$ cat src/hw/rtl/scp_pkg.sv
// ----------------------------------------------------------------------------
// scp_pkg
// Shared types, codes and helpers for the script container parser.
// ----------------------------------------------------------------------------
package scp_pkg;

    // Varint record length: bytes allowed per length field
    localparam int MAX_LEN_BYTES = 2;
    localparam int LEN_W         = 7 * MAX_LEN_BYTES;
    localparam int LCNT_W        = $clog2(MAX_LEN_BYTES + 1);

    // Field widths
    localparam int DLEN_W  = 14;
    localparam int PCNT_W  = 17;
    localparam int STAT_W  = 4;
    localparam int KIND_W  = 2;
    localparam int CFG_W   = 32;
    localparam int CIDX_W  = 1;

    // Result group: up to four result transactions per input byte
    localparam int MAX_RES   = 4;
    localparam int RCNT_W    = $clog2(MAX_RES + 1);
    localparam int RIDX_W    = $clog2(MAX_RES);

    localparam logic [PCNT_W-1:0] PCNT_MAX  = '1;
    localparam logic [DLEN_W-1:0] DLEN_MAX  = '1;
    localparam logic [PCNT_W-1:0] MAGIC_END = PCNT_W'(4);
    localparam logic [PCNT_W-1:0] MIN_PCNT  = PCNT_W'(5);

    // Configuration register indexes and reset values
    localparam logic [CIDX_W-1:0] CFG_MAGIC_CODE   = 1'b0;
    localparam logic [CIDX_W-1:0] CFG_MAGIC_SCRIPT = 1'b1;
    localparam logic [CFG_W-1:0]  MAGIC_CODE_RST   = 32'h5059_4344;
    localparam logic [CFG_W-1:0]  MAGIC_SCRIPT_RST = 32'h5059_5343;

    // Result kinds
    localparam logic [KIND_W-1:0] KIND_SCRIPT = 2'd0;
    localparam logic [KIND_W-1:0] KIND_HEADER = 2'd1;
    localparam logic [KIND_W-1:0] KIND_DATA   = 2'd2;
    localparam logic [KIND_W-1:0] KIND_STATUS = 2'd3;

    // Status codes
    localparam logic [STAT_W-1:0] ST_OK        = 4'd0;
    localparam logic [STAT_W-1:0] ST_SHORT     = 4'd1;
    localparam logic [STAT_W-1:0] ST_LEN_MISM  = 4'd2;
    localparam logic [STAT_W-1:0] ST_BAD_MAGIC = 4'd3;
    localparam logic [STAT_W-1:0] ST_ZERO_LEN  = 4'd4;
    localparam logic [STAT_W-1:0] ST_LEN_LONG  = 4'd5;
    localparam logic [STAT_W-1:0] ST_CUT_LEN   = 4'd6;
    localparam logic [STAT_W-1:0] ST_REC_CUT   = 4'd7;
    localparam logic [STAT_W-1:0] ST_NO_TERM   = 4'd8;

    // Special byte values
    localparam logic [7:0] BYTE_LIST_END = 8'h00;
    localparam logic [7:0] BYTE_BOM0     = 8'hEF;
    localparam logic [7:0] BYTE_BOM1     = 8'hBB;
    localparam logic [7:0] BYTE_BOM2     = 8'hBF;
    localparam logic [7:0] BYTE_CR       = 8'h0D;
    localparam logic [7:0] BYTE_LF       = 8'h0A;

    typedef enum logic [3:0] {
        PH_LEN_LO,
        PH_LEN_HI,
        PH_MAGIC,
        PH_META,
        PH_LENX,
        PH_TYPE,
        PH_DATA,
        PH_SCRIPT,
        PH_SINK
    } t_phase;

    typedef enum logic [1:0] {
        BOM_FIRST,
        BOM_GOT_EF,
        BOM_GOT_BB,
        BOM_DONE
    } t_bom;

    typedef struct packed {
        logic [KIND_W-1:0] out_kind;
        logic [7:0]        out_byte;
        logic [7:0]        record_type;
        logic [DLEN_W-1:0] record_data_length;
        logic              magic_is_script;
        logic [STAT_W-1:0] status;
        logic              end_of_run;
    } t_res;

    typedef struct packed {
        logic [RCNT_W-1:0]     cnt;
        t_res [MAX_RES-1:0]    item;
    } t_grp;

    // Build one result transaction with the unused fields at zero
    function automatic t_res mk_res(input logic [KIND_W-1:0] kind,
                                    input logic [7:0]        data,
                                    input logic [7:0]        rtype,
                                    input logic [DLEN_W-1:0] dlen);
        t_res r;
        r                    = '0;
        r.out_kind           = kind;
        r.out_byte           = data;
        r.record_type        = rtype;
        r.record_data_length = dlen;
        return r;
    endfunction

    // Clamp a record data length to the header field
    function automatic logic [DLEN_W-1:0] sat_dlen(input logic [LEN_W-1:0] v);
        logic [DLEN_W-1:0] r;
        if (LEN_W > DLEN_W && v > LEN_W'(DLEN_MAX)) begin
            r = DLEN_MAX;
        end else begin
            r = DLEN_W'(v);
        end
        return r;
    endfunction

endpackage

$ cat src/hw/rtl/scp_parse.sv
// ----------------------------------------------------------------------------
// scp_parse
// Parser state and per-byte decode: updates the container state for each
// accepted byte and builds the group of result items that byte causes.
// ----------------------------------------------------------------------------
module scp_parse
    import scp_pkg::*;
(
    input  logic              i_clk,
    input  logic              i_rst_n,
    input  logic              i_take,
    input  logic [7:0]        i_data_byte,
    input  logic              i_is_last,
    input  logic              i_cfg_we,
    input  logic [CIDX_W-1:0] i_cfg_idx,
    input  logic [CFG_W-1:0]  i_cfg_wdata,
    output t_grp              o_grp
);

    logic [CFG_W-1:0]  r_magic_code,  n_magic_code;
    logic [CFG_W-1:0]  r_magic_script, n_magic_script;

    t_phase            r_phase,   n_phase;
    logic [PCNT_W-1:0] r_pcount,  n_pcount;
    logic [15:0]       r_decl,    n_decl;
    logic [23:0]       r_magic,   n_magic;
    logic [LEN_W-1:0]  r_lpart,   n_lpart;
    logic [LCNT_W-1:0] r_lcnt,    n_lcnt;
    logic [LEN_W-1:0]  r_bleft,   n_bleft;
    t_bom              r_bom,     n_bom;
    logic              r_skip,    n_skip;
    logic [STAT_W-1:0] r_ferr,    n_ferr;
    logic              r_matched, n_matched;

    logic [PCNT_W-1:0] pc_inc;
    logic [CFG_W-1:0]  magic_word;
    logic [LEN_W-1:0]  bl;
    logic [RCNT_W-1:0] idx;
    logic              do_plain;
    logic              short_run;
    logic [STAT_W-1:0] st;
    t_grp              grp;

    // Configuration registers
    always_comb begin
        n_magic_code   = r_magic_code;
        n_magic_script = r_magic_script;
        if (i_cfg_we) begin
            unique case (i_cfg_idx)
                CFG_MAGIC_CODE:   n_magic_code   = i_cfg_wdata;
                CFG_MAGIC_SCRIPT: n_magic_script = i_cfg_wdata;
                default: ;
            endcase
        end
    end

    always_ff @(posedge i_clk) begin
        if (!i_rst_n) begin
            r_magic_code   <= MAGIC_CODE_RST;
            r_magic_script <= MAGIC_SCRIPT_RST;
        end else begin
            r_magic_code   <= n_magic_code;
            r_magic_script <= n_magic_script;
        end
    end

    // Decode one byte: next state and the result group
    always_comb begin
        n_phase    = r_phase;
        n_pcount   = r_pcount;
        n_decl     = r_decl;
        n_magic    = r_magic;
        n_lpart    = r_lpart;
        n_lcnt     = r_lcnt;
        n_bleft    = r_bleft;
        n_bom      = r_bom;
        n_skip     = r_skip;
        n_ferr     = r_ferr;
        n_matched  = r_matched;
        grp        = '0;
        idx        = '0;
        do_plain   = 1'b0;
        short_run  = 1'b0;
        st         = ST_OK;
        bl         = r_lpart - LEN_W'(1);
        pc_inc     = (r_pcount != PCNT_MAX) ? r_pcount + PCNT_W'(1) : r_pcount;
        magic_word = {r_magic, i_data_byte};

        if (r_phase == PH_LEN_LO) begin
            n_decl  = {8'h00, i_data_byte};
            n_phase = PH_LEN_HI;
        end else if (r_phase == PH_LEN_HI) begin
            n_decl  = {i_data_byte, r_decl[7:0]};
            n_phase = PH_MAGIC;
        end else begin
            n_pcount = pc_inc;
            unique case (r_phase)
                // Collect the magic and match it against both registers
                PH_MAGIC: begin
                    n_magic = magic_word[23:0];
                    if (pc_inc >= MAGIC_END) begin
                        if (magic_word == r_magic_code) begin
                            n_matched = 1'b0;
                            n_phase   = PH_META;
                        end else if (magic_word == r_magic_script) begin
                            n_matched = 1'b1;
                            n_phase   = PH_META;
                        end else begin
                            if (n_ferr == ST_OK) n_ferr = ST_BAD_MAGIC;
                            n_phase = PH_SINK;
                        end
                    end
                end
                // First byte of a record length, or the list terminator
                PH_META: begin
                    if (i_data_byte == BYTE_LIST_END) begin
                        n_phase = PH_SCRIPT;
                    end else begin
                        n_lpart = LEN_W'(i_data_byte[6:0]);
                        n_lcnt  = LCNT_W'(1);
                        if (i_data_byte[7]) begin
                            if (MAX_LEN_BYTES <= 1) begin
                                if (n_ferr == ST_OK) n_ferr = ST_LEN_LONG;
                                n_phase = PH_SINK;
                            end else begin
                                n_phase = PH_LENX;
                            end
                        end else if (i_data_byte[6:0] == 7'd0) begin
                            if (n_ferr == ST_OK) n_ferr = ST_ZERO_LEN;
                            n_phase = PH_SINK;
                        end else begin
                            n_phase = PH_TYPE;
                        end
                    end
                end
                // Further varint groups
                PH_LENX: begin
                    for (int k = 1; k < MAX_LEN_BYTES; k++) begin
                        if (r_lcnt == LCNT_W'(k)) n_lpart[7*k +: 7] = i_data_byte[6:0];
                    end
                    n_lcnt = r_lcnt + LCNT_W'(1);
                    if (i_data_byte[7]) begin
                        if (n_lcnt >= LCNT_W'(MAX_LEN_BYTES)) begin
                            if (n_ferr == ST_OK) n_ferr = ST_LEN_LONG;
                            n_phase = PH_SINK;
                        end
                    end else if (n_lpart == '0) begin
                        if (n_ferr == ST_OK) n_ferr = ST_ZERO_LEN;
                        n_phase = PH_SINK;
                    end else begin
                        n_phase = PH_TYPE;
                    end
                end
                // Type byte: emit the record header
                PH_TYPE: begin
                    n_bleft = bl;
                    grp.item[idx[RIDX_W-1:0]] = mk_res(KIND_HEADER, 8'h00, i_data_byte,
                                                       sat_dlen(bl));
                    idx     = idx + RCNT_W'(1);
                    n_phase = (bl != '0) ? PH_DATA : PH_META;
                end
                // Record data bytes
                PH_DATA: begin
                    grp.item[idx[RIDX_W-1:0]] = mk_res(KIND_DATA, i_data_byte, 8'h00, '0);
                    idx     = idx + RCNT_W'(1);
                    n_bleft = r_bleft - LEN_W'(1);
                    if (n_bleft == '0) n_phase = PH_META;
                end
                // Script text: strip a leading byte-order mark
                PH_SCRIPT: begin
                    unique case (r_bom)
                        BOM_FIRST: begin
                            if (i_data_byte == BYTE_BOM0) begin
                                n_bom = BOM_GOT_EF;
                            end else begin
                                n_bom    = BOM_DONE;
                                do_plain = 1'b1;
                            end
                        end
                        BOM_GOT_EF: begin
                            if (i_data_byte == BYTE_BOM1) begin
                                n_bom = BOM_GOT_BB;
                            end else begin
                                grp.item[idx[RIDX_W-1:0]] = mk_res(KIND_SCRIPT, BYTE_BOM0,
                                                                   8'h00, '0);
                                idx      = idx + RCNT_W'(1);
                                n_bom    = BOM_DONE;
                                do_plain = 1'b1;
                            end
                        end
                        BOM_GOT_BB: begin
                            n_bom = BOM_DONE;
                            if (i_data_byte != BYTE_BOM2) begin
                                grp.item[idx[RIDX_W-1:0]] = mk_res(KIND_SCRIPT, BYTE_BOM0,
                                                                   8'h00, '0);
                                idx = idx + RCNT_W'(1);
                                grp.item[idx[RIDX_W-1:0]] = mk_res(KIND_SCRIPT, BYTE_BOM1,
                                                                   8'h00, '0);
                                idx      = idx + RCNT_W'(1);
                                do_plain = 1'b1;
                            end
                        end
                        BOM_DONE: do_plain = 1'b1;
                        default: ;
                    endcase
                    // Line endings: CR and CR LF become LF
                    if (do_plain) begin
                        n_skip = 1'b0;
                        if (!(r_skip && i_data_byte == BYTE_LF)) begin
                            if (i_data_byte == BYTE_CR) begin
                                grp.item[idx[RIDX_W-1:0]] = mk_res(KIND_SCRIPT, BYTE_LF,
                                                                   8'h00, '0);
                                n_skip = 1'b1;
                            end else begin
                                grp.item[idx[RIDX_W-1:0]] = mk_res(KIND_SCRIPT, i_data_byte,
                                                                   8'h00, '0);
                            end
                            idx = idx + RCNT_W'(1);
                        end
                    end
                end
                default: ;
            endcase
        end

        // Last byte: close the container and report the status
        if (i_is_last) begin
            short_run = (n_phase == PH_LEN_LO) || (n_phase == PH_LEN_HI) ||
                        (n_phase == PH_MAGIC) || (n_pcount < MIN_PCNT);
            if (!short_run) begin
                unique case (n_phase)
                    PH_META: begin
                        if (n_ferr == ST_OK) n_ferr = ST_NO_TERM;
                    end
                    PH_LENX: begin
                        if (n_ferr == ST_OK) n_ferr = ST_CUT_LEN;
                    end
                    PH_TYPE, PH_DATA: begin
                        if (n_ferr == ST_OK) n_ferr = ST_REC_CUT;
                    end
                    PH_SCRIPT: begin
                        if (n_bom == BOM_GOT_EF || n_bom == BOM_GOT_BB) begin
                            grp.item[idx[RIDX_W-1:0]] = mk_res(KIND_SCRIPT, BYTE_BOM0,
                                                               8'h00, '0);
                            idx = idx + RCNT_W'(1);
                        end
                        if (n_bom == BOM_GOT_BB) begin
                            grp.item[idx[RIDX_W-1:0]] = mk_res(KIND_SCRIPT, BYTE_BOM1,
                                                               8'h00, '0);
                            idx = idx + RCNT_W'(1);
                        end
                    end
                    default: ;
                endcase
            end
            if (short_run) begin
                st = ST_SHORT;
            end else if (n_pcount != {1'b0, n_decl}) begin
                st = ST_LEN_MISM;
            end else begin
                st = n_ferr;
            end
            grp.item[idx[RIDX_W-1:0]] = mk_res(KIND_STATUS, 8'h00, 8'h00, '0);
            grp.item[idx[RIDX_W-1:0]].magic_is_script = !short_run && n_matched;
            grp.item[idx[RIDX_W-1:0]].status          = st;
            idx = idx + RCNT_W'(1);

            // Return to the start of a new container
            n_phase   = PH_LEN_LO;
            n_pcount  = '0;
            n_decl    = '0;
            n_magic   = '0;
            n_lpart   = '0;
            n_lcnt    = '0;
            n_bleft   = '0;
            n_bom     = BOM_FIRST;
            n_skip    = 1'b0;
            n_ferr    = ST_OK;
            n_matched = 1'b0;
        end

        // Flag the final item of the group
        if (idx != '0) begin
            grp.item[RIDX_W'(idx - RCNT_W'(1))].end_of_run = 1'b1;
        end
        grp.cnt = idx;
    end

    assign o_grp = grp;

    // Advance parser state on each accepted transaction
    always_ff @(posedge i_clk) begin
        if (!i_rst_n) begin
            r_phase   <= PH_LEN_LO;
            r_pcount  <= '0;
            r_decl    <= '0;
            r_magic   <= '0;
            r_lpart   <= '0;
            r_lcnt    <= '0;
            r_bleft   <= '0;
            r_bom     <= BOM_FIRST;
            r_skip    <= 1'b0;
            r_ferr    <= ST_OK;
            r_matched <= 1'b0;
        end else if (i_take) begin
            r_phase   <= n_phase;
            r_pcount  <= n_pcount;
            r_decl    <= n_decl;
            r_magic   <= n_magic;
            r_lpart   <= n_lpart;
            r_lcnt    <= n_lcnt;
            r_bleft   <= n_bleft;
            r_bom     <= n_bom;
            r_skip    <= n_skip;
            r_ferr    <= n_ferr;
            r_matched <= n_matched;
        end
    end

endmodule

$ cat config.mk
export PLATFORM = sky130hd
export DESIGN_NAME = scp_parse
export DESIGN_NICKNAME = d
export VERILOG_FILES = /design/src/hw/rtl/scp_pkg.sv /design/src/hw/rtl/scp_parse.sv
export SDC_FILE = /design/constraint.sdc
export NUM_CORES = 1
export LEC_CHECK = 0
export BUFFER_PORTS_ARGS = -buffer_cell sky130_fd_sc_hd__buf_2
export CELL_PAD_IN_SITES_DETAIL_PLACEMENT = 0
export CELL_PAD_IN_SITES_GLOBAL_PLACEMENT = 1
export CORE_AREA = 2 2 181 183
export CTS_BUF_LIST = sky130_fd_sc_hd__clkbuf_16
export DETAILED_ROUTE_END_ITERATION = 7
export DIE_AREA = 0 0 183 185
export PLACE_DENSITY = 0.78
export SLEW_MARGIN = 20
export SYNTH_ARGS = -nofsm -noshare
export SYNTH_HDL_FRONTEND = slang
export SYNTH_SLANG_ARGS = --single-unit
$ cat constraint.sdc
create_clock -name i_clk -period 4.3 [get_ports i_clk]
set_clock_uncertainty 0.1 [all_clocks]
set_input_delay 0.215 -clock i_clk [delete_from_list [all_inputs] [get_ports i_clk]]
set_output_delay 0.215 -clock i_clk [all_outputs]
set_load 0.03 [all_outputs]
==> Word level (Yosys, flattened, before mapping) <==
Index checks and enable logic that the tools add are counted.
Widths: inputs -> output; s select.
{ "totals": {"register_bits": 163, "word_cells": 281} }
{ "classes": {"addsub": 9, "n_lt_le_gt_ge": 13, "eq_ne": 33, "mux": 161, "bitwise": 13, "reduce_logical": 38} }
{ "op_table": {"columns": ["cell", "count"], "rows": [
  ["$mux 152", 15],
  ["$bwmux 152", 4],
  ["$demux 38 s2", 7],
  ["$mux 38", 11],
  ["$not 144->144", 2],
  ["$and 144x144->144", 1],
  ["$and 72x144->144", 1],
  ["$mux 4", 34],
  ["$and 128x128->128", 1],
  ["$not 128->128", 1],
  ["$and 124x124->124", 1],
  ["$not 124->124", 1],
  ["$mux 114", 1],
  ["$pmux 38 s3", 1],
  ["$mux 14", 7],
  ["$mux 24", 4],
  ["$pmux 38 s2", 1],
  ["$mux 74", 1],
  ["$mux 17", 4],
  ["$eq 32x32->1", 2],
  ["$mux 3", 17],
  ["$mux 16", 3],
  ["$mux 36", 1],
  ["$mux 7", 5],
  ["54 further kinds", 141]
]} }

==> Depth between registers and ports, before layout <==
{ "depth": {"depth_word": 34, "ltp_mapped": 20, "depth_no_buf": 19} }

==> Worst setup path before layout <==
OpenSTA, ideal clock, no wires.
{ "synth_path": {"path_kind": "input-to-output", "start": "in i_data_byte[4]", "end": "out o_grp[114] (netlist bit)", "t_arrival_ps": 4821, "required_ps": 3985, "slack_ps": -836, "stages": 18, "cell_sequence": "clkbuf_1 > nand2b_1 > o41ai_1 > nand2_1 > o31ai_2 > a21oi_1 > xnor2_1 > a21oi_1 > ha_1 > mux2_2 > ha_1 > mux2i_1 > mux2i_1 > ha_1 > clkbuf_1 > nand4b_1 > o311a_1 > a211oi_1"} }
{ "synth_rtl": {"columns": ["item", "line", "text"], "rows": [
  ["start, declared", "scp_parse.sv:12", "input logic [7:0] i_data_byte,"],
  ["end, declared", "scp_parse.sv:17", "output t_grp o_grp"]
]} }

==> flow_summary.ini <==
[run_status]
status = complete, but fails checks
violations = setup timing

[layout]
fin_util_pct = 52.61
fin_area_mm2 = 0.01686
nets = 1982
layout-drive-gt1-share_pct = 31.15
syn_to_final_growth_pct = 41.60

[floorplan]
die_area_mm2 = 0.03386
io_pins = 201
die-width_um = 183
die_h_um = 185
core.rowCount = 66
start_util_pct = 37.16
core_mm2 = 0.03204

[yosys]
yosys.cell_types.count = 81
netlist_area_mm2 = 0.01191
syn_avg_cell_area_um2 = 7.459
synth_top_area_share_pct = 27.41
synth.top_cells.by_area = dfxtp_1 (27%), nand2_1 (7.5%), xor2_1 (5.8%)
ys_seq_elements = 163
synthFlopType = dfxtp_1
synth-edff-count = 0
synthArstFlopShare_pct = 0
yosysSeqAreaShare_pct = 27.41
synth_area_leader_cell = dfxtp_1
synth_warnings = 0
synthCells = 1596

[critical_path]
crit_path_top_delay_cell = or4_4
crit_path_end_kind = primary output
worstPathRequired_ps = 3980
r2r_cells = 14
cp_data_arrival_time_ps = 4180
cp_top_family = simple AND/OR/NAND/NOR gates
path_cells = nand4_1, or4_4, and3_4, xnor2_4, nand4_1, nor3_4, nor2_2, and3_4, buf_6, mux2_4, ha_4, buf_4, and2_2, a31oi_1, buf_4
start_kind = register
crit_type = register to primary output
crit_cells = 15
worstPathBufferInverterCount = 3
cp_max_fo = 6
slowest_delay_ps = 620

[clock_tree]
cts_sinks = 163
clockRootBuffer = clkbuf_16
cts_tree = done
numCtsBuffers = 17
htreeDepth = 4
insertion_delay_ps = 430
clkTransAtPathRegs_ps = 80
clk_path_buf_depth = 2

[global_route]
grt_pass1_vias = 11630
antenna_found_initial = 1
grt_pass1_wl_mm = 63.25
grt-ovfl-total = 0
grtUsageTotal_pct = 23.33
grt_max_degree = 100

[job]
drv_cap = 0

[placement]
place.gp.congestion = 0.9025
post-dp-hpwl_mm = 29.38
postPlaceCellArea_mm2 = 0.01421
dp_slack_ps = -232.2
io_buffers = 134

[pwr]
p_per_area_mw_per_mm2 = 215.1
peakVddDrop_mv = 0.2332
leakage_nw = 7.153

[timing]
finalSetupTns_ps = -6966
worstMarginPinSlew_ps = 1150
fmax_mhz = 222.6
slew_viol_final = 0
fin_ws_ps = -193.1
setup_violations = 73
rsz0062_at_grt = true
slew_headroom_pct = 23.31
period_share_pct = 104.5
final_hold_viol_count = 0
layout_min_cycle_time_ps = 4493

[drt]
remaining_drc_errors = 0
antenna_left = 0
drtIter0Drc = 925
wl_mm = 40.99
num_vias = 12570
avgViaCountPerCell = 5.399
dr.pass1.iters = 8
wire_per_inst_um = 17.60

[worst_hold_path]
hold_class = primary input to register
min_path_cells = 3
## worst min-delay path: stages
cell	delay, ps
buf_2	180
a22oi_1	110
nor2b_1	100
## timing repair
action | in CTS | in global routing
pin swaps | 39 | 28
buffers inserted | 16 | 14
gates cloned | 0 | 2
endpoints found under the hold margin | 64 | 0
setup endpoints to repair | 88 | 88
gates resized for setup | 181 | 222
hold buffers | 32 | 0
## through the flow
step / std cells / power, mW / hold WS [ps]
final: 2329 / 3.626 / 113.2
after global routing: 2328 / 3.760 / 112.7
after CTS: 2313 / 3.634 / 92.74
after detailed placement: 2235 / 2.036 / 345.8
after global placement: 2235 / 2.032 / 344.2
after floorplan: 1661 / 1.942 / 239.0
## flip-flops by register name, indices dropped and copies added, names as in the netlist, 2 cells and up
signal / count
r_decl: 16
r_lcnt: 2
r_bom: 2
r_pcount: 17
r_ferr: 4
r_magic_script: 32
r_magic_code: 32
r_lpart: 14
r_phase: 4
r_magic: 24
r_bleft: 14
## kinds of logic after synthesis
kind of cell	count (synthesis)	synth area share [%]
simple gates	710	29.95
compound gates	335	19.34
buf+inv	220	9.700
flops	163	27.41
xor+xnor	114	8.450
fa+ha+maj	29	3.048
mux	24	2.070
other cells	1	0.03150
## layout make-up
type / instances / area, um2
Antenna cell: 1 / 2.502
Multi-Input combinational cell: 1278 / 8876
Fill cell: 2960 / 15180
Clock inverter: 15 / 171.4
Clock buffer: 17 / 425.4
Inverter: 43 / 166.4
Sequential cell: 163 / 3297
Tap cell: 408 / 510.5
Timing Repair Buffer: 404 / 3408
## Yosys cell counts, types with 5 or more instances
cell type	instances
a21oi_1	45
a211o_1	5
mux2i_1	19
or3_1	11
nand3_1	61
a21boi_0	56
o31ai_1	5
nand2b_1	9
a21o_1	8
dfxtp_1	163
mux2_2	5
inv_1	42
o22ai_1	8
o21ai_0	73
xor2_1	79
buf_2	11
o211ai_1	8
nor2b_1	82
nor4_1	40
ha_1	29
clkbuf_1	82
and3_1	26
nor2_1	119
a31oi_1	13
nand2_1	238
and2_1	19
nor3_1	40
xnor2_1	34
buf_4	78
nand4_1	25
a22oi_1	61
## cells in the final DEF, fill, tap and decap left out, types with 9 or more instances in the layout
cell	n
dlygate4sd3_1	32
buf_4	235
nand3_1	56
nor4_1	32
nor2b_1	81
o21ai_1	11
and3_4	10
xor2_1	79
inv_1	37
nand2_2	9
nor3_1	31
or3_1	10
o21ai_0	57
buf_2	49
mux2i_1	13
clkbuf_16	19
conb_1	66
xnor2_1	28
a21oi_1	40
nor2_4	23
a22oi_1	60
a21boi_0	56
and3_1	16
nand2_1	225
buf_6	76
nor2_2	11
dfxtp_1	150
a31oi_1	13
ha_1	17
nor2_1	85
and2_1	15
nand4_1	25
ha_4	11
## final timing paths
path	start	end	slack, ps
worst min register to register	r_magic_code[4]	r_magic_code[4]	380
worst min-delay path	i_data_byte[1]	r_lpart[8]	110
worst max-delay path	r_pcount[16]	o_grp[33]	-190
worst max register to register	r_pcount[0]	r_matched	1270
## report_power, final
group	total (mW)	internal, mW	switching (mW)
clock network	1.58	0.875	0.705
registers	1.57	1.54	0.0276
logic	0.477	0.166	0.310
total	3.63	2.58	1.04
## routing by layer
layer	up-vias	GRT usage [%]	part of all wire [%]
li1	6074	-	-
met1	6005	31.16	45
met2	428	39.20	48
met3	67	3.244	5.2
met4	0	6.816	2.4
met5	-	0	0
Note: power is estimated with default switching activity, not from simulation.
