**config.mk**
```make
export PLATFORM = sky130hd
export DESIGN_NAME = scp_outq
export DESIGN_NICKNAME = d
export VERILOG_FILES = /design/src/hw/rtl/scp_pkg.sv /design/src/hw/rtl/scp_outq.sv
export SDC_FILE = /design/constraint.sdc
export NUM_CORES = 1
export LEC_CHECK = 0
export BUFFER_PORTS_ARGS = -buffer_cell sky130_fd_sc_hd__buf_2
export CORE_ASPECT_RATIO = 1.4
export CORE_MARGIN = 2
export CORE_UTILIZATION = 37
export CTS_CLUSTER_SIZE = 28
export DETAILED_ROUTE_END_ITERATION = 6
export PLACE_DENSITY = 0.58
export RECOVER_POWER = 100
export SLEW_MARGIN = 20
export SYNTH_ARGS = -nofsm -noshare
export SYNTH_HDL_FRONTEND = slang
export SYNTH_SLANG_ARGS = --single-unit
```
**constraint.sdc**
```tcl
create_clock -name i_clk -period 4.7 [get_ports i_clk]
set_input_delay 0.94 -clock i_clk [delete_from_list [all_inputs] [get_ports i_clk]]
set_output_delay 0.94 -clock i_clk [all_outputs]
set_load 0.02 [all_outputs]
```
**src/hw/rtl/scp_pkg.sv**
```systemverilog
// ----------------------------------------------------------------------------
// scp_pkg
// Shared types, codes and helpers for the script container parser.
// ----------------------------------------------------------------------------
package scp_pkg;

    // Varint record length: bytes allowed per length field
    localparam int MAX_LEN_BYTES = 2;
    localparam int LEN_W         = 7 * MAX_LEN_BYTES;
    localparam int LCNT_W        = $clog2(MAX_LEN_BYTES + 1);

    // Field widths
    localparam int DLEN_W  = 14;
    localparam int PCNT_W  = 17;
    localparam int STAT_W  = 4;
    localparam int KIND_W  = 2;
    localparam int CFG_W   = 32;
    localparam int CIDX_W  = 1;

    // Result group: up to four result transactions per input byte
    localparam int MAX_RES   = 4;
    localparam int RCNT_W    = $clog2(MAX_RES + 1);
    localparam int RIDX_W    = $clog2(MAX_RES);

    localparam logic [PCNT_W-1:0] PCNT_MAX  = '1;
    localparam logic [DLEN_W-1:0] DLEN_MAX  = '1;
    localparam logic [PCNT_W-1:0] MAGIC_END = PCNT_W'(4);
    localparam logic [PCNT_W-1:0] MIN_PCNT  = PCNT_W'(5);

    // Configuration register indexes and reset values
    localparam logic [CIDX_W-1:0] CFG_MAGIC_CODE   = 1'b0;
    localparam logic [CIDX_W-1:0] CFG_MAGIC_SCRIPT = 1'b1;
    localparam logic [CFG_W-1:0]  MAGIC_CODE_RST   = 32'h5059_4344;
    localparam logic [CFG_W-1:0]  MAGIC_SCRIPT_RST = 32'h5059_5343;

    // Result kinds
    localparam logic [KIND_W-1:0] KIND_SCRIPT = 2'd0;
    localparam logic [KIND_W-1:0] KIND_HEADER = 2'd1;
    localparam logic [KIND_W-1:0] KIND_DATA   = 2'd2;
    localparam logic [KIND_W-1:0] KIND_STATUS = 2'd3;

    // Status codes
    localparam logic [STAT_W-1:0] ST_OK        = 4'd0;
    localparam logic [STAT_W-1:0] ST_SHORT     = 4'd1;
    localparam logic [STAT_W-1:0] ST_LEN_MISM  = 4'd2;
    localparam logic [STAT_W-1:0] ST_BAD_MAGIC = 4'd3;
    localparam logic [STAT_W-1:0] ST_ZERO_LEN  = 4'd4;
    localparam logic [STAT_W-1:0] ST_LEN_LONG  = 4'd5;
    localparam logic [STAT_W-1:0] ST_CUT_LEN   = 4'd6;
    localparam logic [STAT_W-1:0] ST_REC_CUT   = 4'd7;
    localparam logic [STAT_W-1:0] ST_NO_TERM   = 4'd8;

    // Special byte values
    localparam logic [7:0] BYTE_LIST_END = 8'h00;
    localparam logic [7:0] BYTE_BOM0     = 8'hEF;
    localparam logic [7:0] BYTE_BOM1     = 8'hBB;
    localparam logic [7:0] BYTE_BOM2     = 8'hBF;
    localparam logic [7:0] BYTE_CR       = 8'h0D;
    localparam logic [7:0] BYTE_LF       = 8'h0A;

    typedef enum logic [3:0] {
        PH_LEN_LO,
        PH_LEN_HI,
        PH_MAGIC,
        PH_META,
        PH_LENX,
        PH_TYPE,
        PH_DATA,
        PH_SCRIPT,
        PH_SINK
    } t_phase;

    typedef enum logic [1:0] {
        BOM_FIRST,
        BOM_GOT_EF,
        BOM_GOT_BB,
        BOM_DONE
    } t_bom;

    typedef struct packed {
        logic [KIND_W-1:0] out_kind;
        logic [7:0]        out_byte;
        logic [7:0]        record_type;
        logic [DLEN_W-1:0] record_data_length;
        logic              magic_is_script;
        logic [STAT_W-1:0] status;
        logic              end_of_run;
    } t_res;

    typedef struct packed {
        logic [RCNT_W-1:0]     cnt;
        t_res [MAX_RES-1:0]    item;
    } t_grp;

    // Build one result transaction with the unused fields at zero
    function automatic t_res mk_res(input logic [KIND_W-1:0] kind,
                                    input logic [7:0]        data,
                                    input logic [7:0]        rtype,
                                    input logic [DLEN_W-1:0] dlen);
        t_res r;
        r                    = '0;
        r.out_kind           = kind;
        r.out_byte           = data;
        r.record_type        = rtype;
        r.record_data_length = dlen;
        return r;
    endfunction

    // Clamp a record data length to the header field
    function automatic logic [DLEN_W-1:0] sat_dlen(input logic [LEN_W-1:0] v);
        logic [DLEN_W-1:0] r;
        if (LEN_W > DLEN_W && v > LEN_W'(DLEN_MAX)) begin
            r = DLEN_MAX;
        end else begin
            r = DLEN_W'(v);
        end
        return r;
    endfunction

endpackage

```
**src/hw/rtl/scp_outq.sv**
```systemverilog
// ----------------------------------------------------------------------------
// scp_outq
// Result register: holds the group of items from one input transaction and
// hands them out one per output transaction.
// ----------------------------------------------------------------------------
module scp_outq
    import scp_pkg::*;
(
    input  logic i_clk,
    input  logic i_rst_n,
    input  t_grp i_grp,
    input  logic i_in_valid,
    input  logic i_out_ready,
    output logic o_in_ready,
    output logic o_take,
    output logic o_out_valid,
    output t_res o_head
);

    logic [RCNT_W-1:0]  r_cnt;
    t_res [MAX_RES-1:0] r_item;
    logic               pop;

    // Accept when empty or when the last held item leaves this cycle
    assign o_out_valid = (r_cnt != '0);
    assign pop         = o_out_valid && i_out_ready;
    assign o_in_ready  = (r_cnt == '0) || (r_cnt == RCNT_W'(1) && i_out_ready);
    assign o_take      = i_in_valid && o_in_ready;
    assign o_head      = r_item[0];

    // Hold the item count
    always_ff @(posedge i_clk) begin
        if (!i_rst_n) begin
            r_cnt <= '0;
        end else if (o_take) begin
            r_cnt <= i_grp.cnt;
        end else if (pop) begin
            r_cnt <= r_cnt - RCNT_W'(1);
        end
    end

    // Load a new group or shift the held items down
    always_ff @(posedge i_clk) begin
        if (o_take) begin
            r_item <= i_grp.item;
        end else if (pop) begin
            for (int k = 0; k < MAX_RES - 1; k++) begin
                r_item[k] <= r_item[k+1];
            end
        end
    end

endmodule

```
; Yosys cells after proc, flatten, opt, wreduce, memory -nomap -nowiden
; Cells that the tools add are included.
[op_classes]
bitwise = 0
eq_ne = 1
n_mul = 0
div = 0
shifts = 0
reduce_logical = 7
add_sub_neg = 1
magnitude_cmp = 0
muxes = 4
[op_table]
columns = cell, count
row1 = $mux W114, 2
row2 = $mux W3, 2
row3 = $eq A3 B1 Y1 const B, 1
row4 = $logic_and A1 B1 Y1, 3
row5 = $logic_not A3 Y1, 1
row6 = $reduce_bool A3 Y1, 1
row7 = $sub A3 B1 Y3 const B, 1
row8 = $reduce_bool A2 Y1, 1
row9 = $logic_or A1 B1 Y1, 1
[word_totals]
mem_bits_rw = 0
wordCells = 42
mem_bits_ro = 0
input_bits = 159
out_inout_bits = 41
n_memories = 0
reg_bits = 155
latchBits = 0

; Logic depth before layout (Yosys ltp)
; Gate-level depths: netlist (run 1).
[depth]
depth_word = 5
ltp_mapped = 7
mapped_depth_nobuf = 5

; Worst setup path after synthesis (run 1)
; OpenSTA, ideal clock, no wires.
[synth_path]
path_kind = input to register
startpoint = input i_in_valid
endpoint = register r_item (netlist bit o_head[0]), enable pin
cell_stages = 2
n_path_buf = 0
t_arrival_ps = 3458
required_ps = 4228
setup_slack_ps = 770
setup_ps = 472
path_cell_list = and3b_1 > a21o_1
[synth_between]
elab_chain_cells = 2
[synth_rtl]
columns = element, line_no
row1 = start: declaration, scp_outq.sv:12  ; input logic i_in_valid,
row2 = $logic_and A1 B1 Y1, scp_outq.sv:28  ; assign o_take = i_in_valid && o_in_ready;
row3 = $reduce_bool A2 Y1 (no source line), --
row4 = end signal: assignment, scp_outq.sv:45  ; r_item <= i_grp.item;
row5 = end signal: indexed assignment, scp_outq.sv:48  ; r_item[k] <= r_item[k+1];
row6 = end: declaration, scp_outq.sv:21  ; t_res [MAX_RES-1:0] r_item;
; Every way passes these cells.
; A chain may end at the register's enable or synchronous reset.

; Final worst setup path (run 1)
[layout_path]
startpoint = register r_cnt[0]
endpoint = register r_item[84] in the netlist's numbering, data pin
[layout_between]
elab_chain_cells = 5
elab_cells_between_ends = 6
cone_classes = 1 x eq/ne / 1 x mux / 4 x reduce/logical
[layout_rtl]
columns = element, line_no
row1 = start: declaration, scp_outq.sv:20  ; logic [RCNT_W-1:0] r_cnt;
row2 = start signal: assignment, scp_outq.sv:36  ; r_cnt <= i_grp.cnt;
row3 = start signal: assignment, scp_outq.sv:38  ; r_cnt <= r_cnt - RCNT_W'(1);
row4 = $eq A3 B1 Y1, scp_outq.sv:27  ; assign o_in_ready = (r_cnt == '0) || (r_cnt == RCNT_W'(1) && i_out_ready);
row5 = $logic_and A1 B1 Y1, scp_outq.sv:27
row6 = $logic_or A1 B1 Y1 *, scp_outq.sv:27
row7 = $logic_and A1 B1 Y1 *, scp_outq.sv:28
row8 = $mux W114 *, scp_outq.sv:44  ; if (o_take) begin
; Every way passes the cells marked *; elsewhere a longest branch is shown, timed or not.

==> impl_metrics.py, run 1 <==
metrics = {
    "finish": {
        "area_growth_pct": 18.1,
        "stdcell_area_um2": 8020,
        "nNetsFinal": 688,
        "layout_common_cells": "buf_2, edfxtp_1, mux2_2",
        "drive_above_1_share_pct": 47.1,
        "final_common_cell": "buf_2",
        "utilization_pct": 44.6,
    },
    "setup_path": {
        "worstPathRequired_ns": 4.85,
        "arrival_ns": 3.51,
        "worst-r2r-cell-count": 6,
        "cp_max_fo": 64,
        "crit_chain": "inv_1, ha_1, a21oi_1, nor2_8, clkbuf_2, mux2_1",
        "cpPeakStageDelay_ns": 0.87,
        "crit_family": "buffers and inverters",
        "r2r-end": "r_item[84]$_DFFE_PP_",
        "rrSetupSlack_ns": 1.34,
        "crit_type": "flop to flop",
        "crit_slowest_cell": "clkbuf_2",
        "path_buf_inv": 2,
        "cp-end-kind": "flop",
        "r2r_start": "r_cnt[0]$_SDFFE_PN0P_",
        "cp-start-kind": "flop",
    },
    "sta": {
        "hold_viol": 0,
        "final.period_utilization_pct": 71.5,
        "clock_skew_ns": 0.0107,
        "relSlewSlack_pct": -2.99,
        "fmax_ghz": 0.298,
        "period_needed_ns": 3.36,
        "setup-violations-final": 0,
        "slew_violations": 65,
        "tns_ns": 0,
        "rsz0062_at_grt": "no",
        "worstMarginPinSlew_ns": 1.54,
    },
    "placed_design": {
        "hpwl_um": 8550,
        "port_buffers": 199,
        "post_dp_cell_area_um2": 7690,
        "routabilityCongestion": 0.767,
    },
    "floorplanning": {
        "num_rows": 58,
        "io_pins": 200,
        "start_util_pct": 37.7,
        "die-area_um2": 19500,
        "die_x_um": 119,
        "dieHeight_um": 164,
        "core-area_um2": 18000,
    },
    "cts": {
        "post_cts_resized": 0,
        "numCtsBuffers": 17,
        "cts.sinks": 155,
        "cts_setup_buffers": 0,
        "hold_buffers": 0,
        "clkLatencyLatePin_ns": 0.42,
        "cts_buffer_depth": 2,
        "cts_tree": "yes",
        "cts.clk_slew.worst_paths_ns": 0.06,
        "clk_root_buffer_cell": "clkbuf_16",
        "h-tree-depth": 4,
    },
    "drt": {
        "firstDrtPassIters": 4,
        "wire_per_inst_um": 16.1,
        "wl_um": 12600,
        "final_antenna_net_count": 0,
        "vias": 3501,
        "drt_iter0_markers": 191,
        "viasPerCell": 4.48,
        "route.detailed.drc": 0,
    },
    "power": {
        "leakage_nw": 3.00,
        "power.density_nw_per_um2": 701,
        "ir_worst_vdd_v": 0.000279,
    },
    "global_route": {
        "grt_pass1_wl_um": 18800,
        "grt_usage_pct": 12.8,
        "grt_max_degree": 78,
        "overflow": 0,
        "grt_pass1_vias": 3814,
        "antenna_found_initial": 2,
    },
    "run_status": {
        "status": "complete, but fails checks",
        "violations": "capacitance limit, slew limit",
    },
    "synth": {
        "synth_edf_count": 152,
        "synth_cell_types": 31,
        "syn-num-nets": 516,
        "ys_seq_area_share_pct": 68.1,
        "async_reset_ff_share_pct": 0,
        "yosys_warnings": 0,
        "synth_ff_type": "edfxtp_1",
        "syn_inst": 354,
        "netlist_area_um2": 6790,
        "synth_seq_cells": 155,
        "postSynthAreaPerCell_um2": 19.2,
    },
    "hold_path": {
        "hold_path_end": "r_item[91]$_DFFE_PP_",
        "hp-start": "r_item[129]$_DFFE_PP_",
        "worstHoldPathCells": 1,
        "min_path_type": "flop to flop",
    },
    "run": {
        "max_cap_violations": 1,
    },
}
==> layer usage <==
metal  track usage (%)  share of wire, %
met4              6.98               2.8
met2              22.3                53
met5                 0                 0
met1              14.0                38
met3              4.03               5.5
==> synth_stat cells, drive strengths merged, types with 2 or more instances <==
cell type  count  area [µm²]
nand2b         2        15.0
dfxtp          3        60.1
a211oi         2        15.0
a21oi          2        21.3
inv            6        22.5
mux2         114        1470
edfxtp       152        4560
ha             3        37.5
nor3           2        10.0
nand3          2        10.0
buf           50         445
nor2           3        27.5
==> cells by family after synthesis <==
| logic type | synth area share (%) |
|---|---|
| adder cells (fa/ha/maj) | 0.553 |
| multiplexers | 21.6 |
| AO/OA/AOI/OAI | 1.47 |
| AND/OR/NAND/NOR | 1.38 |
| flip-flops | 68.1 |
| buffers and inverters | 6.89 |
==> metrics by stage <==
step / setup slack, ns / cells / power [W] / hold WS (ns)
after floorplan: 0.770 / 354 / 0.00438 / 0.525
after global placement: 1.77 / 747 / 0.00449 / 0.527
after detailed placement: 1.69 / 747 / 0.00458 / 0.532
after CTS: 1.85 / 779 / 0.00596 / 0.542
after global routing: 1.07 / 781 / 0.00594 / 0.544
final: 1.34 / 781 / 0.00562 / 0.524
==> worst max-delay path by stage <==
stage          cells past startpoint                    to             startpoint
6_report                           6  r_item[84]$_DFFE_PP_  r_cnt[0]$_SDFFE_PN0P_
5_1_grt                            6  r_item[80]$_DFFE_PP_  r_cnt[0]$_SDFFE_PN0P_
4_1_cts                            5                o_take  r_cnt[0]$_SDFFE_PN0P_
3_5_place_dp                       5  r_item[44]$_DFFE_PP_            i_out_ready
3_3_place_gp                       5  o_head[33]$_DFFE_PP_            i_out_ready
2_1_floorplan                      2   o_head[0]$_DFFE_PP_             i_in_valid
==> where the power goes <==
group / leakage (nW) / internal (W) / switching, W / total [W]
clock: 0.285 / 0.000829 / 0.000529 / 0.00136
combinational: 1.23 / 0.000646 / 0.00102 / 0.00166
sequential: 1.49 / 0.00246 / 0.000147 / 0.00260
total: 3.00 / 0.00393 / 0.00169 / 0.00562
==> layout make-up <==
cell class	instances	area (µm²)
antenna	2	5.00
clock buffer	19	433
clock inverter	13	150
fill	1730	9970
inverter	6	22.5
multi-input combinational	143	1510
sequential	155	4620
tap	240	300
timing repair buffer	203	977
==> state kept, by name, indices dropped and copies added, names as in the netlist <==
name and count:
r_cnt 3, o_head 38, r_item 114
No activity file was read; power rests on OpenSTA's default activity.
==> run 2, diff against run 1 <==
--- a/config.mk
+++ b/config.mk
@@ -5,13 +5,14 @@
 export SDC_FILE = /design/constraint.sdc
 export NUM_CORES = 1
 export LEC_CHECK = 0
+export ABC_AREA = 1
 export BUFFER_PORTS_ARGS = -buffer_cell sky130_fd_sc_hd__buf_2
 export CORE_ASPECT_RATIO = 1.4
 export CORE_MARGIN = 2
 export CORE_UTILIZATION = 37
 export CTS_CLUSTER_SIZE = 28
 export DETAILED_ROUTE_END_ITERATION = 6
-export PLACE_DENSITY = 0.58
+export PLACE_DENSITY = 0.61
 export RECOVER_POWER = 100
 export SLEW_MARGIN = 20
 export SYNTH_ARGS = -nofsm -noshare
==> constraint.sdc (replaced) <==
create_clock -name i_clk -period 3.09 [get_ports i_clk]
set_input_delay 0.618 -clock i_clk [delete_from_list [all_inputs] [get_ports i_clk]]
set_output_delay 0.618 -clock i_clk [all_outputs]
set_load 0.02 [all_outputs]
==> run 2 against run 1 <==
Compared with the run above: synthesized area is 3.3% lower; sequential cell count stayed put; sequential share of layout area is 0.063 points higher; the flow now finishes without violations; routed wire length is 3.7% higher; core utilization is 1.5 points higher; worst hold slack worse by 0.15 ns; largest power group unchanged; cell area is 0.11% lower; clock power is 57% higher; fmax is 30% higher.
==> impl_metrics.py, run 2 <==
metrics = {
    "run_status": {
        "status": "finished clean",
    },
    "synth": {
        "ys_seq_area_share_pct": 70.4,
        "yosys_warnings": 0,
        "synth_ff_type": "edfxtp_1",
        "netlist_area_um2": 6570,
        "yosys.area.top_type": "edfxtp_1",
        "yosysTopAreaCellShare_pct": 69.5,
        "synth_common_cells": "nand2_1, edfxtp_1, buf_4",
        "synth_edf_count": 152,
        "post-synth-top-count-cell": "nand2_1",
        "postSynthAreaPerCell_um2": 11.0,
        "syn_inst": 595,
        "synth_cell_types": 15,
        "synth_area_leaders": "edfxtp_1, nand2_1, buf_4, buf_6, buf_2",
        "async_reset_ff_share_pct": 0,
        "syn-num-nets": 757,
        "synth_seq_cells": 155,
    },
    "placed_design": {
        "routabilityCongestion": 0.759,
        "post_dp_cell_area_um2": 7500,
        "port_buffers": 199,
        "hpwl_um": 9010,
        "dp_slack_ns": 0.876,
    },
    "setup_path": {
        "worstPathRequired_ns": 3.36,
        "r2r_start": "r_cnt[0]$_SDFFE_PN0P_",
        "crit_family": "buffers and inverters",
        "crit_slowest_cell": "clkbuf_4",
        "crit_type": "flop to flop",
        "cp-end-kind": "flop",
        "cpPeakStageDelay_ns": 0.84,
        "crit_top_cell": "nand2_1",
        "crit_chain": "inv_1, ha_1, nand2_1, nand2_4, nand2_4, inv_4, clkbuf_4, nand2_1, nand2_1",
        "arrival_ns": 2.86,
        "timing.critical_path.from": "r_cnt[0]$_SDFFE_PN0P_",
        "cp_max_fo": 98,
        "path_buf_inv": 3,
        "cp-start-kind": "flop",
    },
    "floorplanning": {
        "core-area_um2": 17400,
        "die-area_um2": 18900,
        "io_pins": 200,
        "die_x_um": 117,
        "num_rows": 57,
        "dieHeight_um": 162,
        "start_util_pct": 37.7,
    },
    "cts": {
        "clk_root_buffer_cell": "clkbuf_16",
        "cts.clk_slew.worst_paths_ns": 0.06,
        "post_cts_resized": 0,
        "numCtsBuffers": 17,
        "h-tree-depth": 4,
        "cts_setup_buffers": 0,
        "hold_buffers": 0,
        "cts_tree": "yes",
        "cts_buffer_depth": 2,
        "cts.sinks": 155,
        "clkLatencyLatePin_ns": 0.41,
    },
    "global_route": {
        "grt_pass1_wl_um": 20400,
        "antenna_found_initial": 6,
        "grt_max_degree": 99,
        "grt_usage_pct": 14.5,
        "overflow": 0,
        "grt_pass1_vias": 4198,
    },
    "finish": {
        "nNetsFinal": 918,
        "layout.area.seq_um2": 4620,
        "final_common_cell": "nand2_1",
        "layout_common_cells": "nand2_1, buf_2, edfxtp_1",
        "area_growth_pct": 22.0,
        "largest_register_ffs": 114,
        "drive_above_1_share_pct": 25.4,
        "stdcell_area_um2": 8020,
        "top_register": "r_item",
        "fillers": 1728,
        "multi_input_area_um2": 1460,
    },
    "sta": {
        "slew_violations": 0,
        "rsz0062_at_grt": "no",
        "worstMarginPinSlew_ns": 1.10,
        "relSlewSlack_pct": 26.4,
        "hold_viol": 0,
        "period_needed_ns": 2.59,
        "hold_slack_ns": 0.375,
        "final.period_utilization_pct": 83.8,
        "fmax_ghz": 0.386,
        "clock_skew_ns": 0.00752,
        "setup-violations-final": 0,
        "setup_slack_ns": 0.502,
        "tns_ns": 0,
    },
    "drt": {
        "vias": 4237,
        "viasPerCell": 4.20,
        "drt_iter0_markers": 214,
        "route.detailed.drc": 0,
        "final_antenna_net_count": 0,
        "wl_um": 13100,
        "firstDrtPassIters": 4,
        "wire_per_inst_um": 12.9,
    },
    "hold_path": {
        "hp-start": "i_grp[149]",
        "min_path_type": "input pin to flop",
    },
    "run": {
        "max_cap_violations": 0,
    },
    "power": {
        "ir_worst_vdd_v": 0.000834,
        "power.density_nw_per_um2": 1090,
        "leakage_nw": 3.60,
    },
}
## run 2: worst paths after layout
path | end | slack (ns) | cells after the start
min | r_item[149]$_DFFE_PP_ | 0.38 | 1
max reg2reg | r_item[92]$_DFFE_PP_ | 0.50 | 9
max | r_item[92]$_DFFE_PP_ | 0.50 | 9
min reg2reg | r_item[90]$_DFFE_PP_ | 0.51 | 2
## run 2: power by group
| group | switching [W] | leakage, nW | internal (W) |
|---|---|---|---|
| clock | 0.000782 | 0.290 | 0.00135 |
| sequential | 0.000237 | 1.50 | 0.00377 |
| combinational | 0.00190 | 1.81 | 0.000697 |
## run 2: metrics by stage
stage | util, % | instances | total power (W)
after floorplan | - | 595 | 0.00638
after global placement | 43.1 | 973 | 0.00677
after detailed placement | 43.1 | 973 | 0.00684
after CTS | 46.6 | 1005 | 0.00899
after global routing | 46.0 | 1007 | 0.00936
final | 46.1 | 1010 | 0.00873
## run 2: per-layer routing
| metal | GRT usage (%) | wire length, µm | vias to the layer above |
|---|---|---|---|
| li1 | - | - | 2229 |
| met5 | 0 | 16 | - |
| met3 | 5.30 | 884 | 32 |
| met1 | 16.1 | 4960 | 1848 |
| met2 | 24.0 | 6740 | 126 |
| met4 | 7.54 | 454 | 2 |
## run 2: cell type report
type / count / area share (%)
Clock inverter: 12 / 2.12
Tap cell: 236 / 3.68
Sequential cell: 155 / 57.7
Timing Repair Buffer: 205 / 12.3
Multi-Input combinational cell: 368 / 18.2
Clock buffer: 20 / 5.45
Antenna cell: 5 / 0.156
Inverter: 9 / 0.453
## run 2: logic make-up after synthesis
kind of cell    synth area share (%)
xor+xnor                       0.133
simple gates                    21.4
compound gates                0.0761
fa+ha+maj                      0.571
flops                           70.4
buf+inv                         7.41
==> run 3, diff against run 2 <==
--- a/config.mk
+++ b/config.mk
@@ -5,14 +5,14 @@
 export SDC_FILE = /design/constraint.sdc
 export NUM_CORES = 1
 export LEC_CHECK = 0
-export ABC_AREA = 1
+export ABC_AREA = 0
 export BUFFER_PORTS_ARGS = -buffer_cell sky130_fd_sc_hd__buf_2
 export CORE_ASPECT_RATIO = 1.4
 export CORE_MARGIN = 2
 export CORE_UTILIZATION = 37
 export CTS_CLUSTER_SIZE = 28
 export DETAILED_ROUTE_END_ITERATION = 6
-export PLACE_DENSITY = 0.61
+export PLACE_DENSITY = 0.58
 export RECOVER_POWER = 100
 export SLEW_MARGIN = 20
 export SYNTH_ARGS = -nofsm -noshare
==> constraint.sdc (replaced) <==
create_clock -name i_clk -period 2.39 [get_ports i_clk]
set_input_delay 0.478 -clock i_clk [delete_from_list [all_inputs] [get_ports i_clk]]
set_output_delay 0.478 -clock i_clk [all_outputs]
set_load 0.02 [all_outputs]
==> run 3 against run 2 <==
Compared with the run above: count of clock-buffer cells in the layout increased by 1; routed wire length shrank 4.6%; clock skew rose by 0.0020 ns; largest cell class unchanged; via count down 17%; non-clock buffer count rose by 11; register-to-register slack worse by 0.32 ns; global-route usage shrank 1.8 points; die area rose by 3.3%; critical path type is now flop to output port; critical path depth fell by 3; clock power rose by 36%; worst setup slack got worse by 0.33 ns.
==> impl_metrics.py, run 3 (synthesis results as in run 1) <==
metrics = {
    "cts": {
        "cts_buffer_depth": 2,
        "clkLatencyLatePin_ns": 0.42,
        "cts_tree": "yes",
        "h-tree-depth": 4,
        "numCtsBuffers": 17,
        "clk_root_buffer_cell": "clkbuf_16",
        "cts.clk_slew.worst_paths_ns": 0.06,
        "cts.sinks": 155,
    },
    "finish": {
        "nNetsFinal": 701,
        "largest_register_ffs": 114,
        "layout.area.seq_um2": 4620,
        "area_growth_pct": 20.7,
        "final_common_cell": "buf_2",
        "multi_input_area_um2": 1520,
        "top_register": "r_item",
        "stdcell_area_um2": 8200,
        "antenna_cells": 0,
        "utilization_pct": 45.5,
        "drive_above_1_share_pct": 48.7,
        "fillers": 1726,
        "layout_common_cells": "buf_2, edfxtp_1, mux2_2",
    },
    "setup_path": {
        "arrival_ns": 1.74,
        "crit_chain": "inv_1, ha_2, a21oi_4, nor2_8, buf_12, clkbuf_2",
        "crit_type": "flop to output port",
        "cp-start-kind": "flop",
        "crit_family": "buffers and inverters",
        "crit_slowest_cell": "dfxtp_1",
        "r2r-end": "r_item[87]$_DFFE_PP_",
        "worst-r2r-cell-count": 5,
        "rrSetupSlack_ns": 0.18,
        "path_buf_inv": 3,
        "worstPathRequired_ns": 1.91,
        "cp-end-kind": "output port",
        "r2r_start": "r_cnt[0]$_SDFFE_PN0P_",
        "cp_max_fo": 17,
        "cpPeakStageDelay_ns": 0.38,
    },
    "sta": {
        "worstMarginPinSlew_ns": 0.607,
        "clock_skew_ns": 0.00951,
        "final.period_utilization_pct": 93.0,
        "period_needed_ns": 2.22,
        "slew_violations": 0,
        "fmax_ghz": 0.450,
        "setup-violations-final": 0,
        "tns_ns": 0,
        "rsz0062_at_grt": "no",
        "relSlewSlack_pct": 59.5,
        "hold_viol": 0,
    },
    "drt": {
        "route.detailed.drc": 0,
        "vias": 3516,
        "wire_per_inst_um": 15.7,
        "wl_um": 12500,
        "viasPerCell": 4.44,
        "final_antenna_net_count": 0,
        "drt_iter0_markers": 182,
        "firstDrtPassIters": 4,
    },
    "floorplanning": {
        "dieHeight_um": 164,
        "start_util_pct": 37.7,
        "die_x_um": 119,
        "core-area_um2": 18000,
        "num_rows": 58,
        "die-area_um2": 19500,
        "io_pins": 200,
    },
    "run": {
        "max_cap_violations": 0,
    },
    "hold_path": {
        "hold_path_end": "r_item[145]$_DFFE_PP_",
        "min_path_type": "input pin to flop",
        "worstHoldPathCells": 1,
        "hp-start": "i_grp[145]",
    },
    "global_route": {
        "grt_usage_pct": 12.7,
        "grt_pass1_vias": 3709,
        "grt_pass1_wl_um": 18600,
        "grt_max_degree": 33,
        "antenna_found_initial": 0,
        "overflow": 0,
    },
    "placed_design": {
        "post_dp_cell_area_um2": 7850,
        "routabilityCongestion": 0.770,
        "port_buffers": 199,
        "hpwl_um": 8730,
    },
    "power": {
        "power.density_nw_per_um2": 1400,
        "leakage_nw": 3.09,
        "ir_worst_vdd_v": 0.000464,
    },
    "run_status": {
        "status": "finished clean",
    },
}
-- run 3: metal layers --
metal / track usage, % / routed length [µm] / share of wire (%) / up-vias
met5: 0 / 0 / 0 / -
met4: 5.74 / 235 / 1.9 / 0
met3: 4.17 / 717 / 5.8 / 15
met2: 21.8 / 6530 / 52 / 122
met1: 14.3 / 4970 / 40 / 1684
li1: - / - / - / 1695
-- run 3: how the worst max path moves through the flow --
| stage | start | to | slack (ns) | depth (start not counted) |
|---|---|---|---|---|
| final | r_cnt[0]$_SDFFE_PN0P_ | o_take | 0.17 | 6 |
| after detailed placement | r_cnt[0]$_SDFFE_PN0P_ | o_head[31]$_DFFE_PP_ | 0.33 | 7 |
| after global routing | r_cnt[0]$_SDFFE_PN0P_ | r_item[87]$_DFFE_PP_ | 0.04 | 5 |
| after global placement | r_cnt[0]$_SDFFE_PN0P_ | o_head[27]$_DFFE_PP_ | 0.40 | 7 |
| after CTS | r_cnt[0]$_SDFFE_PN0P_ | o_take | 0.01 | 6 |
| after floorplan | r_cnt[0]$_SDFFE_PN0P_ | o_head[0]$_DFFE_PP_ | 0.15 | 4 |
-- run 3: what timing repair did --
action,CTS,global route
resized for setup,0,1
setup endpoints to repair,0,1
hold buffers,0,0
setup buffers,0,2
-- run 3: power breakdown --
group / leakage (nW) / internal [W] / switching (W)
Combinational: 1.30 / 0.00143 / 0.00204
Clock: 0.301 / 0.00186 / 0.00105
Sequential: 1.49 / 0.00480 / 0.000297
-- run 3: final cells by class --
class,instances,share of cell area (%)
Timing Repair Buffer,216,13.3
Sequential cell,155,56.4
Inverter,6,0.275
Multi-Input combinational cell,143,18.6
Clock inverter,11,2.34
Clock buffer,21,5.37
Tap cell,240,3.66
-- run 3: metrics by stage --
stage,hold slack (ns),setup slack [ns],instances,total power [W]
after floorplan,0.525,0.150,354,0.00855
after global placement,0.528,0.398,758,0.00911
after detailed placement,0.533,0.332,758,0.00927
after CTS,0.207,0.0123,790,0.0122
after global routing,0.204,0.0356,792,0.0121
final,0.233,0.168,792,0.0115
